[src/rtl/core/teod_pkg.sv]
package teod_pkg;

  localparam int CodeWidth     = 21;
  localparam int TabWidthBits  = 6;
  localparam int QueueDepth    = 4;
  localparam int MaxResults    = 64;

  localparam logic [TabWidthBits-1:0] TabWidthReset = 6'd8;
  localparam logic [TabWidthBits-1:0] CountLast     = TabWidthBits'(MaxResults - 1);

  localparam logic [CodeWidth-1:0] ChBs    = 21'd8;
  localparam logic [CodeWidth-1:0] ChTab   = 21'd9;
  localparam logic [CodeWidth-1:0] ChLf    = 21'd10;
  localparam logic [CodeWidth-1:0] ChSpace = 21'd32;
  localparam logic [CodeWidth-1:0] ChPlus  = 21'd43;
  localparam logic [CodeWidth-1:0] ChUnder = 21'd95;
  localparam logic [CodeWidth-1:0] ChO     = 21'd111;

  // What the back part does after the optional flush of the held character
  localparam logic [1:0] KIND_NONE = 2'd0;
  localparam logic [1:0] KIND_CHAR = 2'd1;
  localparam logic [1:0] KIND_TAB  = 2'd2;
  localparam logic [1:0] KIND_LF   = 2'd3;

  typedef struct packed {
    logic                 flush;
    logic [CodeWidth-1:0] flush_code;
    logic                 flush_bold;
    logic                 flush_underline;
    logic [1:0]           kind;
    logic [CodeWidth-1:0] code;
    logic                 fin;
  } cmd_t;

endpackage

[src/rtl/core/teod_front.sv]
module teod_front import teod_pkg::*; (
  input  logic                 clk,
  input  logic                 rst,
  input  logic                 push,
  input  logic [CodeWidth-1:0] in_code,
  input  logic                 in_final,
  output logic                 full,
  input  logic                 q_full,
  output logic                 q_push,
  output cmd_t                 q_data
);

  localparam logic [1:0] MODE_EMPTY = 2'd0;
  localparam logic [1:0] MODE_HELD  = 2'd1;
  localparam logic [1:0] MODE_PEND  = 2'd2;

  logic [1:0]           mode, mode_next;
  logic [CodeWidth-1:0] held_code, held_code_next;
  logic                 held_bold, held_bold_next;
  logic                 held_underline, held_underline_next;
  logic                 accept;
  logic [CodeWidth-1:0] merge_code;
  logic                 merge_bold;
  logic                 merge_underline;
  logic [CodeWidth-1:0] struck_base;

  assign accept = push && !q_full;
  assign full   = q_full;

  // Overstrike merge of the held character with the incoming one
  always_comb begin
    struck_base     = (held_code == ChPlus && in_code == ChO) ? ChO : held_code;
    merge_code      = struck_base;
    merge_bold      = held_bold;
    merge_underline = held_underline;
    priority if (struck_base == ChUnder) begin
      merge_code      = in_code;
      merge_underline = 1'b1;
    end else if (in_code == struck_base) begin
      merge_bold = 1'b1;
    end else if (in_code == ChUnder) begin
      merge_underline = 1'b1;
    end else begin
      merge_code = struck_base;
    end
  end

  always_comb begin
    mode_next           = mode;
    held_code_next      = held_code;
    held_bold_next      = held_bold;
    held_underline_next = held_underline;
    q_push              = 1'b0;
    q_data              = '0;
    q_data.flush_code      = held_code;
    q_data.flush_bold      = held_bold;
    q_data.flush_underline = held_underline;
    q_data.fin             = in_final;
    if (accept) begin
      priority if (mode == MODE_PEND) begin
        held_code_next      = merge_code;
        held_bold_next      = merge_bold;
        held_underline_next = merge_underline;
        mode_next           = MODE_HELD;
        if (in_final) begin
          q_data.flush           = 1'b1;
          q_data.flush_code      = merge_code;
          q_data.flush_bold      = merge_bold;
          q_data.flush_underline = merge_underline;
          q_data.kind            = KIND_NONE;
          q_push                 = 1'b1;
          mode_next              = MODE_EMPTY;
        end
      end else if (in_code == ChBs && mode == MODE_HELD && !in_final) begin
        mode_next = MODE_PEND;
      end else if (in_code == ChTab || in_code == ChLf) begin
        q_data.flush = (mode == MODE_HELD);
        q_data.kind  = (in_code == ChTab) ? KIND_TAB : KIND_LF;
        q_push       = 1'b1;
        mode_next    = MODE_EMPTY;
      end else begin
        q_data.flush        = (mode == MODE_HELD);
        held_code_next      = in_code;
        held_bold_next      = 1'b0;
        held_underline_next = 1'b0;
        mode_next           = MODE_HELD;
        if (in_final) begin
          // flush the new character right away
          q_data.kind = KIND_CHAR;
          q_data.code = in_code;
          q_push      = 1'b1;
          mode_next   = MODE_EMPTY;
        end else begin
          q_data.kind = KIND_NONE;
          q_push      = (mode == MODE_HELD);
        end
      end
    end
  end

  always_ff @(posedge clk) begin
    if (rst) begin
      mode <= MODE_EMPTY;
    end else begin
      mode <= mode_next;
    end
  end

  always_ff @(posedge clk) begin
    held_code      <= held_code_next;
    held_bold      <= held_bold_next;
    held_underline <= held_underline_next;
  end

endmodule

[src/rtl/core/teod_queue.sv]
module teod_queue import teod_pkg::*; #(
  parameter int DEPTH = QueueDepth  // 2 or more
) (
  input  logic clk,
  input  logic rst,
  input  logic wr_en,
  input  cmd_t wr_data,
  output logic full,
  output logic rd_valid,
  input  logic rd_en,
  output cmd_t rd_data
);

  localparam int AW = $clog2(DEPTH);
  localparam int CW = $clog2(DEPTH + 1);

  cmd_t          slots [DEPTH];
  logic [AW-1:0] wr_ptr;
  logic [AW-1:0] rd_ptr;
  logic [CW-1:0] count;

  assign full     = (count == CW'(DEPTH));
  assign rd_valid = (count != '0);
  assign rd_data  = slots[rd_ptr];

  always_ff @(posedge clk) begin
    if (rst) begin
      wr_ptr <= '0;
      rd_ptr <= '0;
      count  <= '0;
    end else begin
      if (wr_en) begin
        wr_ptr <= (wr_ptr == AW'(DEPTH - 1)) ? '0 : wr_ptr + 1'b1;
      end
      if (rd_en) begin
        rd_ptr <= (rd_ptr == AW'(DEPTH - 1)) ? '0 : rd_ptr + 1'b1;
      end
      if (wr_en && !rd_en) begin
        count <= count + 1'b1;
      end else if (rd_en && !wr_en) begin
        count <= count - 1'b1;
      end
    end
  end

  always_ff @(posedge clk) begin
    if (wr_en) begin
      slots[wr_ptr] <= wr_data;
    end
  end

endmodule

[src/rtl/core/teod_back.sv]
module teod_back import teod_pkg::*; (
  input  logic                    clk,
  input  logic                    rst,
  input  logic [TabWidthBits-1:0] tab_width,
  input  logic                    q_valid,
  input  cmd_t                    q_data,
  output logic                    q_pop,
  input  logic                    pop,
  output logic                    empty,
  output logic [CodeWidth-1:0]    out_code,
  output logic                    out_bold,
  output logic                    out_underline,
  output logic                    run_end,
  output logic                    text_end
);

  logic                    out_valid;
  logic [TabWidthBits-1:0] column;
  logic [TabWidthBits-1:0] count;
  logic                    flush_done;
  logic [TabWidthBits-1:0] col_inc;
  logic [TabWidthBits-1:0] col_adv;
  logic [CodeWidth-1:0]    res_code;
  logic                    res_bold;
  logic                    res_underline;
  logic                    res_last;
  logic                    res_lf;
  logic                    go;

  assign empty = !out_valid;
  assign go    = q_valid && (!out_valid || pop);
  assign q_pop = go && res_last;

  assign col_inc = column + 1'b1;
  assign col_adv = (col_inc >= tab_width) ? '0 : col_inc;

  always_comb begin
    res_code      = q_data.code;
    res_bold      = 1'b0;
    res_underline = 1'b0;
    res_last      = 1'b1;
    res_lf        = 1'b0;
    if (q_data.flush && !flush_done) begin
      res_code      = q_data.flush_code;
      res_bold      = q_data.flush_bold;
      res_underline = q_data.flush_underline;
      res_last      = (q_data.kind == KIND_NONE);
    end else begin
      unique case (q_data.kind)
        KIND_TAB: begin
          res_code = ChSpace;
          res_last = (col_adv == '0) || (count == CountLast);
        end
        KIND_LF: begin
          res_code = ChLf;
          res_lf   = 1'b1;
        end
        KIND_CHAR: res_code = q_data.code;
        default:   res_code = q_data.code;
      endcase
    end
  end

  always_ff @(posedge clk) begin
    if (rst) begin
      out_valid  <= 1'b0;
      column     <= '0;
      count      <= '0;
      flush_done <= 1'b0;
    end else if (go) begin
      out_valid <= 1'b1;
      // line feed and end of text return to column zero
      column <= (res_lf || (res_last && q_data.fin)) ? '0 : col_adv;
      if (res_last) begin
        count      <= '0;
        flush_done <= 1'b0;
      end else begin
        count      <= count + 1'b1;
        flush_done <= 1'b1;
      end
    end else if (pop) begin
      out_valid <= 1'b0;
    end
  end

  always_ff @(posedge clk) begin
    if (go) begin
      out_code      <= res_code;
      out_bold      <= res_bold;
      out_underline <= res_underline;
      run_end       <= res_last;
      text_end      <= res_last && q_data.fin;
    end
  end

endmodule

[src/rtl/core/tab_expand_overstrike_decode.sv]
// Channel   Ports                                          Transaction when
// input     push, full, in_code, in_final                  push && !full
// result    empty, pop, out_code, out_bold, out_underline,  pop && !empty
//           run_end, text_end
// config    cfg_valid, cfg_ready, cfg_tab_width            cfg_valid && cfg_ready
//
// The front takes one character per cycle while the command queue has room.
// The back emits one result per cycle while commands wait and results are
// taken: a plain character gives one result, a tab one per space, and a
// character flushed ahead of a tab, a line feed or a final character one
// more. Tab runs in the back fill the queue and then raise full.
// Reset (rst, synchronous) empties the queue and the output register and sets
// tab_width to 8; there is no clearing pass.
module tab_expand_overstrike_decode import teod_pkg::*; #(
  parameter int QUEUE_DEPTH = QueueDepth
) (
  input  logic                    clk,
  input  logic                    rst,
  input  logic                    push,
  output logic                    full,
  input  logic [CodeWidth-1:0]    in_code,
  input  logic                    in_final,
  output logic                    empty,
  input  logic                    pop,
  output logic [CodeWidth-1:0]    out_code,
  output logic                    out_bold,
  output logic                    out_underline,
  output logic                    run_end,
  output logic                    text_end,
  input  logic                    cfg_valid,
  output logic                    cfg_ready,
  input  logic [TabWidthBits-1:0] cfg_tab_width
);

  logic [TabWidthBits-1:0] tab_width;
  logic                    q_full;
  logic                    q_push;
  cmd_t                    q_wr_data;
  logic                    q_valid;
  logic                    q_pop;
  cmd_t                    q_rd_data;

  assign cfg_ready = 1'b1;

  always_ff @(posedge clk) begin
    if (rst) begin
      tab_width <= TabWidthReset;
    end else if (cfg_valid && cfg_ready) begin
      tab_width <= cfg_tab_width;
    end
  end

  teod_front u_front (
    .clk      (clk),
    .rst      (rst),
    .push     (push),
    .in_code  (in_code),
    .in_final (in_final),
    .full     (full),
    .q_full   (q_full),
    .q_push   (q_push),
    .q_data   (q_wr_data)
  );

  teod_queue #(
    .DEPTH (QUEUE_DEPTH)
  ) u_queue (
    .clk      (clk),
    .rst      (rst),
    .wr_en    (q_push),
    .wr_data  (q_wr_data),
    .full     (q_full),
    .rd_valid (q_valid),
    .rd_en    (q_pop),
    .rd_data  (q_rd_data)
  );

  teod_back u_back (
    .clk           (clk),
    .rst           (rst),
    .tab_width     (tab_width),
    .q_valid       (q_valid),
    .q_data        (q_rd_data),
    .q_pop         (q_pop),
    .pop           (pop),
    .empty         (empty),
    .out_code      (out_code),
    .out_bold      (out_bold),
    .out_underline (out_underline),
    .run_end       (run_end),
    .text_end      (text_end)
  );

endmodule

[config.mk]
export PLATFORM = sky130hd
export DESIGN_NAME = tab_expand_overstrike_decode
export DESIGN_NICKNAME = d
export VERILOG_FILES = /design/src/rtl/core/teod_pkg.sv /design/src/rtl/core/teod_front.sv /design/src/rtl/core/teod_queue.sv /design/src/rtl/core/teod_back.sv /design/src/rtl/core/tab_expand_overstrike_decode.sv
export SDC_FILE = /design/constraint.sdc
export NUM_CORES = 1
export LEC_CHECK = 0
export ABC_AREA = 1
export BUFFER_PORTS_ARGS = -buffer_cell sky130_fd_sc_hd__buf_4
export CAP_MARGIN = 40
export CORE_ASPECT_RATIO = 0.8
export CORE_MARGIN = 2
export CORE_UTILIZATION = 55
export DETAILED_ROUTE_END_ITERATION = 8
export PLACE_DENSITY = 0.76
export SETUP_SLACK_MARGIN = 0.5
export SLEW_MARGIN = 25
export SYNTH_ARGS = -nofsm -noshare
export SYNTH_HDL_FRONTEND = slang
export SYNTH_SLANG_ARGS = --single-unit
[constraint.sdc]
create_clock -name clk -period 4.1 [get_ports clk]
set_clock_uncertainty 0.15 [all_clocks]
set_input_delay 0.41 -clock clk [delete_from_list [all_inputs] [get_ports clk]]
set_output_delay 0.41 -clock clk [all_outputs]
set_load 0.05 [all_outputs]
## Yosys cells after proc, flatten, opt, wreduce, memory -nomap -nowiden

Memories as Yosys holds them, arrays and structs flattened. A register that Yosys moved wholly into a read port is not among the register bits.
Cells that the tools add are included.

| operators by class | value |
|---|---|
| $lt $le $gt $ge | 1 |
| add/sub/neg operators | 6 |
| reduce and logical (&&, ||, !) cells | 26 |
| eq/ne operators | 18 |
| mux-type cells | 57 |

Operators with widths:

| kind | number |
|---|---|
| two-way mux 21 bit | 9 |
| == test 21 x 4 -> 1 bit (second input constant) | 3 |
| == test 21 x 7 -> 1 bit (second input constant) | 3 |
| two-way mux 47 bit | 1 |
| two-way mux 23 bit | 2 |
| case mux 21 bit (2 select lines) | 1 |
| two-way mux 1 bit | 29 |
| two-way mux 26 bit | 1 |
| == test 21 bit | 1 |
| == test 21 x 6 -> 1 bit (second input constant) | 1 |
| two-way mux 2 bit | 9 |
| two-way mux 6 bit | 3 |
| adder 6 x 1 -> 6 bit (second input constant) | 2 |
| == test 2 bit (second input constant) | 5 |
| logical AND 1 bit | 10 |
| == test 6 bit (second input constant) | 1 |
| greater-or-equal comparator 6 bit | 1 |
| zero test 1 bit | 6 |
| zero test 6 bit | 1 |
| two-way mux 3 bit | 2 |
| adder 2 x 1 -> 2 bit (second input constant) | 2 |
| logical OR 1 bit | 4 |
| inequality test 2 x 1 -> 1 bit (second input constant) | 2 |
| nonzero test 2 bit | 2 |
| 7 further kinds | 7 |

| storage, ports and cells | value |
|---|---|
| bits of input ports | 33 |
| logic and storage cells | 126 |
| RAM bits | 192 |
| register bits | 77 |
| output and inout port bits | 28 |
| memories | 1 |

Memories:

| name | depth | bits a word | read ports | clocked after Yosys merged registers in | wr ports | RTL line | source |
|---|---|---|---|---|---|---|---|
| u_queue.slots | 4 | 48 | 1 | 1 | 1 | teod_queue.sv:17 | `cmd_t slots [DEPTH];` |

## Logic depth before layout (Yosys ltp)

Gate-level depths: netlist of run 1.

| logic depth | value |
|---|---|
| depth after elaboration | 11 |
| depth in mapped cells | 24 |
| mapped depth without buffers | 23 |

## By module

A second synthesis of run 1 with hierarchy kept.

| second synthesis, totals | value |
|---|---|
| cell total of the unflattened synthesis | 1,164 |
| area total of the unflattened synthesis | 12,363.1 µm² |

By module, submodules not included:

| module | area each (µm²) | instances | seq. area each (µm²) | cells an instance |
|---|---|---|---|---|
| teod_queue | 7,637.3 | 1 | 5,945.7 | 525 |
| teod_front | 2,391.0 | 1 | 730.7 | 352 |
| teod_back | 2,078.2 | 1 | 1,031.0 | 248 |
| tab_expand_overstrike_decode | 256.5 | 1 | 120.1 | 39 |

## Least setup slack after synthesis of run 1

No wires, ideal clock.

| timing path | value |
|---|---|
| path type | register to register |
| start point | register u_queue.count[0] |
| end point | memory u_queue.slots[0][0] (netlist name), enable pin |
| stages on the path, launching flop included | 11 |
| buffers on the path | 0 |
| arrival time | 3.649 ns |
| path slack | -0.153 ns |
| library setup time | 0.454 ns |
| period minus slack after synthesis | 4.253 ns |
| data required time | 3.496 ns |
| cell sequence | dfxtp_1 nor3_1 nor2_1 inv_1 a21oi_1 inv_1 nor2_1 inv_1 nand2_1 inv_1 nor2_1 |

| on the way | value |
|---|---|
| cells in the longest elaborated chain, start to end | 6 |

RTL lines:

| item | RTL line | source |
|---|---|---|
| start, declared | teod_queue.sv:20 | `logic [CW-1:0] count;` |
| start signal, assigned | teod_queue.sv:39 | `count <= count + 1'b1;` |
| start signal, assigned | teod_queue.sv:41 | `count <= count - 1'b1;` |
| == test 3 bit | teod_queue.sv:22 | `assign full = (count == CW'(DEPTH));` |
| via full | tab_expand_overstrike_decode.sv:20 | `output logic full,` |
| zero test 1 bit | teod_front.sv:27 | `assign accept = push && !q_full;` |
| logical AND 1 bit | teod_front.sv:27 |  |
| two-way mux 1 bit | teod_front.sv:59 | `if (accept) begin` |
| via q_push | tab_expand_overstrike_decode.sv:37 | `logic q_push;` |
| two-way mux 1 bit | teod_queue.sv:47 | `if (wr_en) begin` |
| two-way mux 1 bit (implied by the code) | teod_queue.sv:48 | `slots[wr_ptr] <= wr_data;` |
| end, declared | teod_queue.sv:17 |  |

The timed path passes the listed nets, and every way through them passes these cells.

## Worst setup path in the final report of run 1

| timing path | value |
|---|---|
| start point | register u_back.column[2] |
| end point | register u_queue.count[2] |

| on the way | value |
|---|---|
| cells in the longest elaborated chain, start to end | 11 |
| elaborated cells on any way between the ends | 13 |
| classes of those cells | add/sub (1); order compare (1); mux (4); reduce/logical (7) |

RTL lines:

| item | RTL line | source |
|---|---|---|
| start, declared | teod_back.sv:18 | `logic [TabWidthBits-1:0] column;` |
| start signal, assigned | teod_back.sv:73 | `column <= (res_lf \|\| (res_last && q_data.fin)) ? '0 : col_adv;` |
| adder 6 x 1 -> 6 bit (*) | teod_back.sv:34 | `assign col_inc = column + 1'b1;` |
| greater-or-equal comparator 6 bit | teod_back.sv:35 | `assign col_adv = (col_inc >= tab_width) ? '0 : col_inc;` |
| two-way mux 6 bit (*) | teod_back.sv:35 |  |
| zero test 6 bit (*) | teod_back.sv:52 | `res_last = (col_adv == '0) \|\| (count == CountLast);` |
| logical OR 1 bit (*) | teod_back.sv:52 |  |
| two-way mux 1 bit (*) | teod_back.sv:49 | `unique case (q_data.kind)` |
| two-way mux 1 bit (*) | teod_back.sv:43 | `if (q_data.flush && !flush_done) begin` |
| via u_back.res_last | teod_back.sv:26 | `logic res_last;` |
| logical AND 1 bit (*) | teod_back.sv:32 | `assign q_pop = go && res_last;` |
| zero test 1 bit | teod_queue.sv:38 | `if (wr_en && !rd_en) begin` |
| logical AND 1 bit | teod_queue.sv:38 |  |
| two-way mux 3 bit or nonzero test 2 bit (tied branches) | -- |  |

The timed path passes the listed nets; every way through them passes the cells marked *.
A chain may end at the register's enable or synchronous reset.

==> metrics.txt, run 1 <==
design area 13,700 sq um; r2r worst-path depth 22; Util after Layout 64.1%; area fraction in compound gates after synthesis 12.7%; Seq/Total Area, Yosys roughly 66%; Multi-input gate area 3610 sq um; outcome complete, no violations; Synth area leaders edfxtp_1 60%, o21ai_0 5.7%, dfxtp_1 5.2%; number of flops mapped to enable cells by yosys 240; Yosys top cell area share 60.4%; Vert. Die Dim 136 microns; WP data required 4.36 ns; layout cells sized above 1 14.1%; vias in the first global route between 7,000 and 8,000; multiplexer share of the synthesized area 0%; CTS tree built; post-route insts no fill 1,469; Syn Inst Count 1,109; Placed Area 12,700 sq um; Tcrit/Tclk final a little over four fifths; Yosys reg bits around 270; Internal 5.81 mW; boundary pin count 61; Final HPWL DP 16,800 microns; top cells by count, synth 240 x edfxtp_1, 151 x nor2_1, 147 x nand2_1; Synthesis Warnings 0; Clk pwr share about 27%; overall routed net length roughly 27,000 microns; CTS H-tree lvls 1; clk sink count 271; worst hold path stage count 3; Final GP Congestion approximately 0.97; NetSw 3.16 mW; Core Box Area 21,400 sq um; # placed instances 1,408; PD cells 653 nW/um^2; Root Driver clkbuf_16; first-pass GRT wire length roughly 42,000 microns; clock slew at reported path FFs 0.06 ns; Clk Latency, worst-skew pair 0.53 ns; main combinational cell family by area after synthesis simple AND/OR/NAND/NOR gates; DIE WIDTH ~170 microns; Max Root-Sink Buffers 3; fill count 1,629; VDD IR max roughly 0.36 mV; storage element area 7840 sq um; drt drc 0; Min Hold Slack 0.0132 ns; FP Rows 48; top_reg_cell synth edfxtp_1; full die area 22,900 sq um; Hold Crit Class input port to register; # setup viols final 0; syn nets between 1,000 and 1,500; largest net degree at the start of global routing 55; Logic pwr share 31.2%; worst-path fanout max 6; slew at the pin with the worst max-slew slack a little over 0.8 ns; Pins Over Slew Limit 0; Vias per Instance 5.76; Num CTS Buffers 26; All-Layer GR Usage a little under a quarter; Hold Vio Cnt, Final 0; WS Path Type register to register; post-synthesis adder-cell area fraction 1.63%; Worst setup EP type register; setup_tns 0 ns; post-synth cell types 46; GR Overflow Total 0; RSZ-0062 raised after global routing false; fin crit period 3.43 ns; # diodes 0; nets 1,223; Post-Synth XOR/XNOR Area 1.32%; routed vias roughly 8,500; DRT Pass-1 Iters 6; mapped cell area roughly 12,000 sq um; area delta synth->final 15.0%; largest area contributor in the netlist edfxtp_1; Seq pwr share 41.6%; antenna violations before repair 0; Fmax achieved 0.291 GHz; top-count cell post-synth edfxtp_1; Max-slew headroom 45.6%; Worst Path Arrival 3.69 ns; Initial Util 55.7%; Simple-Gate Fraction of Synth Area about 14%; post-route ant nets 0; ys async rst share 0%; Port Buffer Count 59; sw frac 35.2%; Worst Setup Start Kind register; DR iter-0 viols 965; synthesized area per cell around 11 sq um; max cap viols 0; WL per Instance between 15 and 20 microns; Lkg Pwr 5.11 nW
[power by group through the flow]
stage          registers, mW  logic (mW)  clock network [mW]
2_1_floorplan           4.23        1.40                   0
3_3_place_gp            3.77        2.67                   0
3_5_place_dp            3.79        2.72                   0
4_1_cts                 3.73        2.74                2.47
5_1_grt                 3.76        3.03                2.56
6_report                3.73        2.79                2.44
[layout make-up]
| type | count | area share (%) |
|---|---|---|
| Multi-Input combinational cell | 695 | 26.3 |
| Clock inverter | 14 | 1.24 |
| Inverter | 89 | 2.43 |
| Sequential cell | 271 | 57.0 |
| Tap cell | 275 | 2.51 |
| Timing Repair Buffer | 92 | 5.41 |
| Clock buffer | 33 | 5.08 |
[per-stage QoR]
step           power [mW]  worst slack, ns
6_report             8.97            0.666
2_1_floorplan        5.63           -0.153
5_1_grt              9.36            0.487
3_5_place_dp         6.51            0.403
3_3_place_gp         6.45            0.550
4_1_cts              8.94            0.507
[final timing paths]
path,endpoint,slack (ns),from
max,u_queue.count[2]$_SDFFE_PP0P_,0.67,u_back.column[2]$_SDFFE_PP0P_
min,tab_width[2]$_SDFFE_PP0P_,0.01,cfg_tab_width[2]
max reg2reg,u_queue.count[2]$_SDFFE_PP0P_,0.67,u_back.column[2]$_SDFFE_PP0P_
min reg2reg,tab_width[2]$_SDFFE_PP0P_,0.32,tab_width[2]$_SDFFE_PP0P_
[kinds of logic (layout without fill, tap and decap cells)]
logic type | count (synthesis) | in the layout
XOR/XNOR | 18 | 18
other | 1 | 1
adder cells (fa/ha/maj) | 15 | 15
flip-flops | 271 | 271
AO/OA/AOI/OAI | 267 | 267
buffers and inverters | 143 | 228
AND/OR/NAND/NOR | 394 | 394
[what timing repair did]
| item | 4_1_cts | 5_1_grt |
|---|---|---|
| hold buffers | 5 | 0 |
| pin swaps | 0 | 3 |
| buffers inserted | 0 | 5 |
| endpoints found under the setup margin | 1 | 2 |
| endpoints found under the hold margin | 14 | 0 |
| gates cloned | 0 | 0 |
| resized for setup | 2 | 10 |
[flip-flops by register name, indices dropped and copies added (netlist names), 2 cells and up, named ones only]
register           cells
u_back.out_code       21
u_queue.count          3
tab_width              6
u_back.count           6
u_queue.rd_ptr         2
u_queue.wr_ptr         2
u_front.mode           2
u_back.column          6
u_queue.slots        192
u_front.held_code     21
[critical path: stages, from the launching register on]
cell	delay, ns
dfxtp_2	0.37
nand3_2	0.11
nor2_2	0.12
nand2_1	0.06
nand2_1	0.06
nand2_1	0.08
ha_1	0.31
a21o_1	0.17
nor2_1	0.11
and2_4	0.17
o21ai_0	0.08
nand3_1	0.09
nand2_1	0.05
nand2_1	0.09
nand2_2	0.10
nand2_2	0.13
ha_1	0.16
inv_1	0.06
fa_1	0.38
a21oi_1	0.14
o21ai_0	0.12
o21ai_1	0.14
a21oi_1	0.05
[metal layers]
layer  part of all wire [%]  wire length (microns)  global-route usage (%)
met2                     43                  11600                    34.4
met5                      0                      0                       0
met1                     44                  11900                    36.2
met4                    1.8                    492                    5.99
met3                     12                   3230                    5.46
[cells in the final DEF, fill, tap and decap left out, types with 4 or more instances in the layout]
master and n:
nor4_1 4, bufinv_16 4, clkinv_1 5, nor3_1 25, buf_12 4, xnor2_1 7
clkbuf_16 27, o22ai_1 47, nor2_1 145, dlygate4sd3_1 5, clkinv_2 4, nand3_1 39
a21oi_1 36, buf_2 4, edfxtp_1 240, nor2_2 5, buf_4 79, o21ai_2 10
inv_1 83, o31ai_1 10, nor2_4 5, ha_1 14, o21ai_0 134, o21ai_1 14
nand4_1 11, dfxtp_1 27, clkbuf_1 6, nand2_2 4, nand2_1 145, inv_2 5
xor2_1 10
No activity file was read; power rests on OpenSTA's default activity.
==> inputs of run 2 (changes only) <==
ABC_AREA = 0   (was 1)
CORE_UTILIZATION = 61   (was 55)
PLACE_DENSITY = 0.8   (was 0.76)
clock period = 3.4 ns   (was 4.1 ns; I/O delays follow)
==> metrics.txt, run 2 <==
WP data required 3.71 ns (was 4.36 ns); Clk Latency, worst-skew pair 0.53 ns (about the same); mapped cell area 11,500 sq um (was 11,900 sq um); setup_tns 0 ns (unchanged); antenna violations before repair 0 (unchanged); DR WL met3 2710 microns (was 3230 microns); first-pass GRT wire length 42,500 microns (was 41,700 microns); slew at the pin with the worst max-slew slack 0.732 ns (was 0.808 ns); FP Rows 44 (was 48); All-Layer GR Usage 28.6% (was 23.7%); fin crit period 3.39 ns (was 3.43 ns); design area 13,800 sq um (was 13,700 sq um); top cells by count, synth 240 x edfxtp_1, 52 x nand2_1, 48 x mux4_2 (was 240 x edfxtp_1, 151 x nor2_1, 147 x nand2_1); Max Root-Sink Buffers 3 (unchanged); boundary pin count 61 (unchanged); Placed Area 12,400 sq um (was 12,700 sq um); Port Buffer Count 59 (unchanged); Worst setup EP type register (unchanged); Vert. Die Dim 127 microns (was 136 microns); Synthesis Warnings 0 (unchanged); most frequent cells in the layout 240 x edfxtp_1, 90 x buf_4, 52 x nand2_1 (was 240 x edfxtp_1, 145 x nand2_1, 145 x nor2_1); post-route ant nets 0 (unchanged); VDD IR max 0.433 mV (was 0.356 mV); outcome complete, no violations (unchanged); number of flops mapped to enable cells by yosys 240 (unchanged); Initial Util 62.9% (was 55.7%); Max-slew headroom 51.0% (was 45.6%); largest area contributor in the netlist edfxtp_1 (unchanged); Lkg Pwr 4.93 nW (was 5.11 nW); Final GP Congestion 0.874 (was 0.969); max cap viols 0 (unchanged); largest net degree at the start of global routing 35 (was 55); drt drc 0 (unchanged); Worst Setup Start Kind register (unchanged); CTS tree built (unchanged); area delta synth->final 19.6% (was 15.0%); nets 898 (was 1,223); DRT met1 WL 11,000 microns (was 11,900 microns); WS Path Type register to register (unchanged); DRT Pass-1 Iters 5 (was 6); Core Box Area 18,300 sq um (was 21,400 sq um); GR Overflow Total 0 (unchanged); highest metal used met4 (unchanged); vias in the first global route 7,376 (was 7,725); fill count 1,032 (was 1,629); Place WS -0.0425 ns (was 0.403 ns); Yosys reg bits 271 (unchanged); full die area 20,000 sq um (was 22,900 sq um); syn nets 783 (was 1,157); Final HPWL DP 16,100 microns (was 16,800 microns); clk sink count 271 (unchanged); Syn Inst Count 735 (was 1,109); worst hold path stage count 2 (was 3); top-count cell post-synth edfxtp_1 (unchanged); Hold Vio Cnt, Final 0 (unchanged); Synth area leaders edfxtp_1 63%, mux4_2 9.4%, dfxtp_1 5.4% (was edfxtp_1 60%, o21ai_0 5.7%, dfxtp_1 5.2%); WL per Instance 24.5 microns (was 18.6 microns); DR iter-0 viols 700 (was 965); CTS H-tree lvls 1 (unchanged); DIE WIDTH 158 microns (was 169 microns); Hold Crit Class input port to register (unchanged); Yosys top cell area share 62.5% (was 60.4%); WL met2 13,000 microns (was 11,600 microns); clock slew at reported path FFs 0.07 ns (was 0.06 ns); Vias per Instance 6.43 (was 5.76); most common cell after layout, fill and taps aside edfxtp_1 (unchanged); Root Driver clkbuf_16 (unchanged); Pins Over Slew Limit 0 (unchanged); ys async rst share 0% (unchanged); biggest regs u_queue.slots (192), u_back.out_code (21), u_front.held_code (21) (unchanged); Top reg by flops u_queue.slots (unchanged); layout cells sized above 1 26.2% (was 14.1%); synthesized area per cell 15.7 sq um (was 10.8 sq um); top_reg_cell synth edfxtp_1 (unchanged); post-synth cell types 59 (was 46); RSZ-0062 raised after global routing true (was false); Num CTS Buffers 26 (unchanged); max reg flops 192 (unchanged); # diodes 0 (unchanged); # setup viols final 0 (unchanged); Tcrit/Tclk final 99.8% (was 83.8%); overall routed net length 27,500 microns (was 27,300 microns); Worst Path Arrival 3.70 ns (was 3.69 ns); PD cells 748 nW/um^2 (was 653 nW/um^2); worst-path fanout max 3 (was 6); Fmax achieved 0.295 GHz (was 0.291 GHz); routed vias 7,215 (was 8,456); r2r worst-path depth 15 (was 22); Seq/Total Area, Yosys 67.9% (was 65.5%); slack of the worst reg-to-reg path 0.008 ns (was 0.67 ns); post-route setup slack 0.00814 ns (was 0.666 ns)
## run 2: metrics by stage
step,total power [mW],util [%],hold WS (ns),std cells
finish,10.3,75.2,0.00443,1122
global route,10.7,75.2,0.00275,1122
CTS,10.2,74.5,0.000255,1114
detailed placement,7.29,67.9,0.339,1033
global placement,7.17,67.9,0.328,1033
floorplan,6.40,-,0.289,735
## run 2: worst paths after layout
path                                       from                               to
hold / removal                      in_code[10]  u_front.held_code[10]$_DFFE_PP_
hold reg to reg   u_back.out_valid$_SDFFE_PP0P_    u_back.out_valid$_SDFFE_PP0P_
setup reg to reg  u_back.column[1]$_SDFFE_PP0P_    u_queue.count[2]$_SDFFE_PP0P_
setup / recovery  u_back.column[1]$_SDFFE_PP0P_    u_queue.count[2]$_SDFFE_PP0P_
## run 2: cell type report
type	count	area (sq um)	area share, %
Timing Repair Buffer	125	1150	8.32
Clock inverter	18	108	0.781
Multi-Input combinational cell	408	3610	26.2
Clock buffer	29	683	4.96
Sequential cell	271	7850	56.9
Inverter	18	70.1	0.508
Tap cell	253	317	2.30
## run 2: power by group
part	internal (mW)	switching, mW	leakage [nW]
Combinational	1.25	1.95	2.04
Clock	1.51	1.20	0.393
Sequential	4.19	0.215	2.50
## run 2: timing repair
| item | 4_1_cts | 5_1_grt |
|---|---|---|
| buffers inserted | 12 | 8 |
| endpoints found under the hold margin | 18 | 0 |
| resized for setup | 14 | 20 |
| pin swaps | 9 | 13 |
| endpoints found under the setup margin | 6 | 42 |
| hold buffers | 20 | 0 |
| gates cloned | 2 | 0 |
## run 2: logic make-up after synthesis
kind of cell	after synthesis	share of synthesized area, %
other cells	1	0.0325
flops	271	67.9
mux	63	10.7
simple gates	189	8.59
xor+xnor	35	2.66
buf+inv	56	2.05
compound gates	105	6.34
fa+ha+maj	15	1.69
## run 2: worst max-delay path, stage by stage, from the launching register on
cell	delay [ns]
dfxtp_4	0.37
ha_4	0.18
nand3_4	0.08
xnor2_2	0.16
ha_1	0.33
a21o_1	0.19
a21oi_2	0.13
o21ai_1	0.10
o31a_1	0.35
inv_2	0.08
ha_4	0.14
inv_4	0.04
fa_2	0.37
xor2_2	0.17
or3_4	0.33
a21oi_2	0.13
## run 2: layer usage
layer	global-route usage, %	vias up
met5	0	-
met2	44.6	466
met1	41.3	3620
met3	5.91	64
met4	9.20	0
li1	-	3065
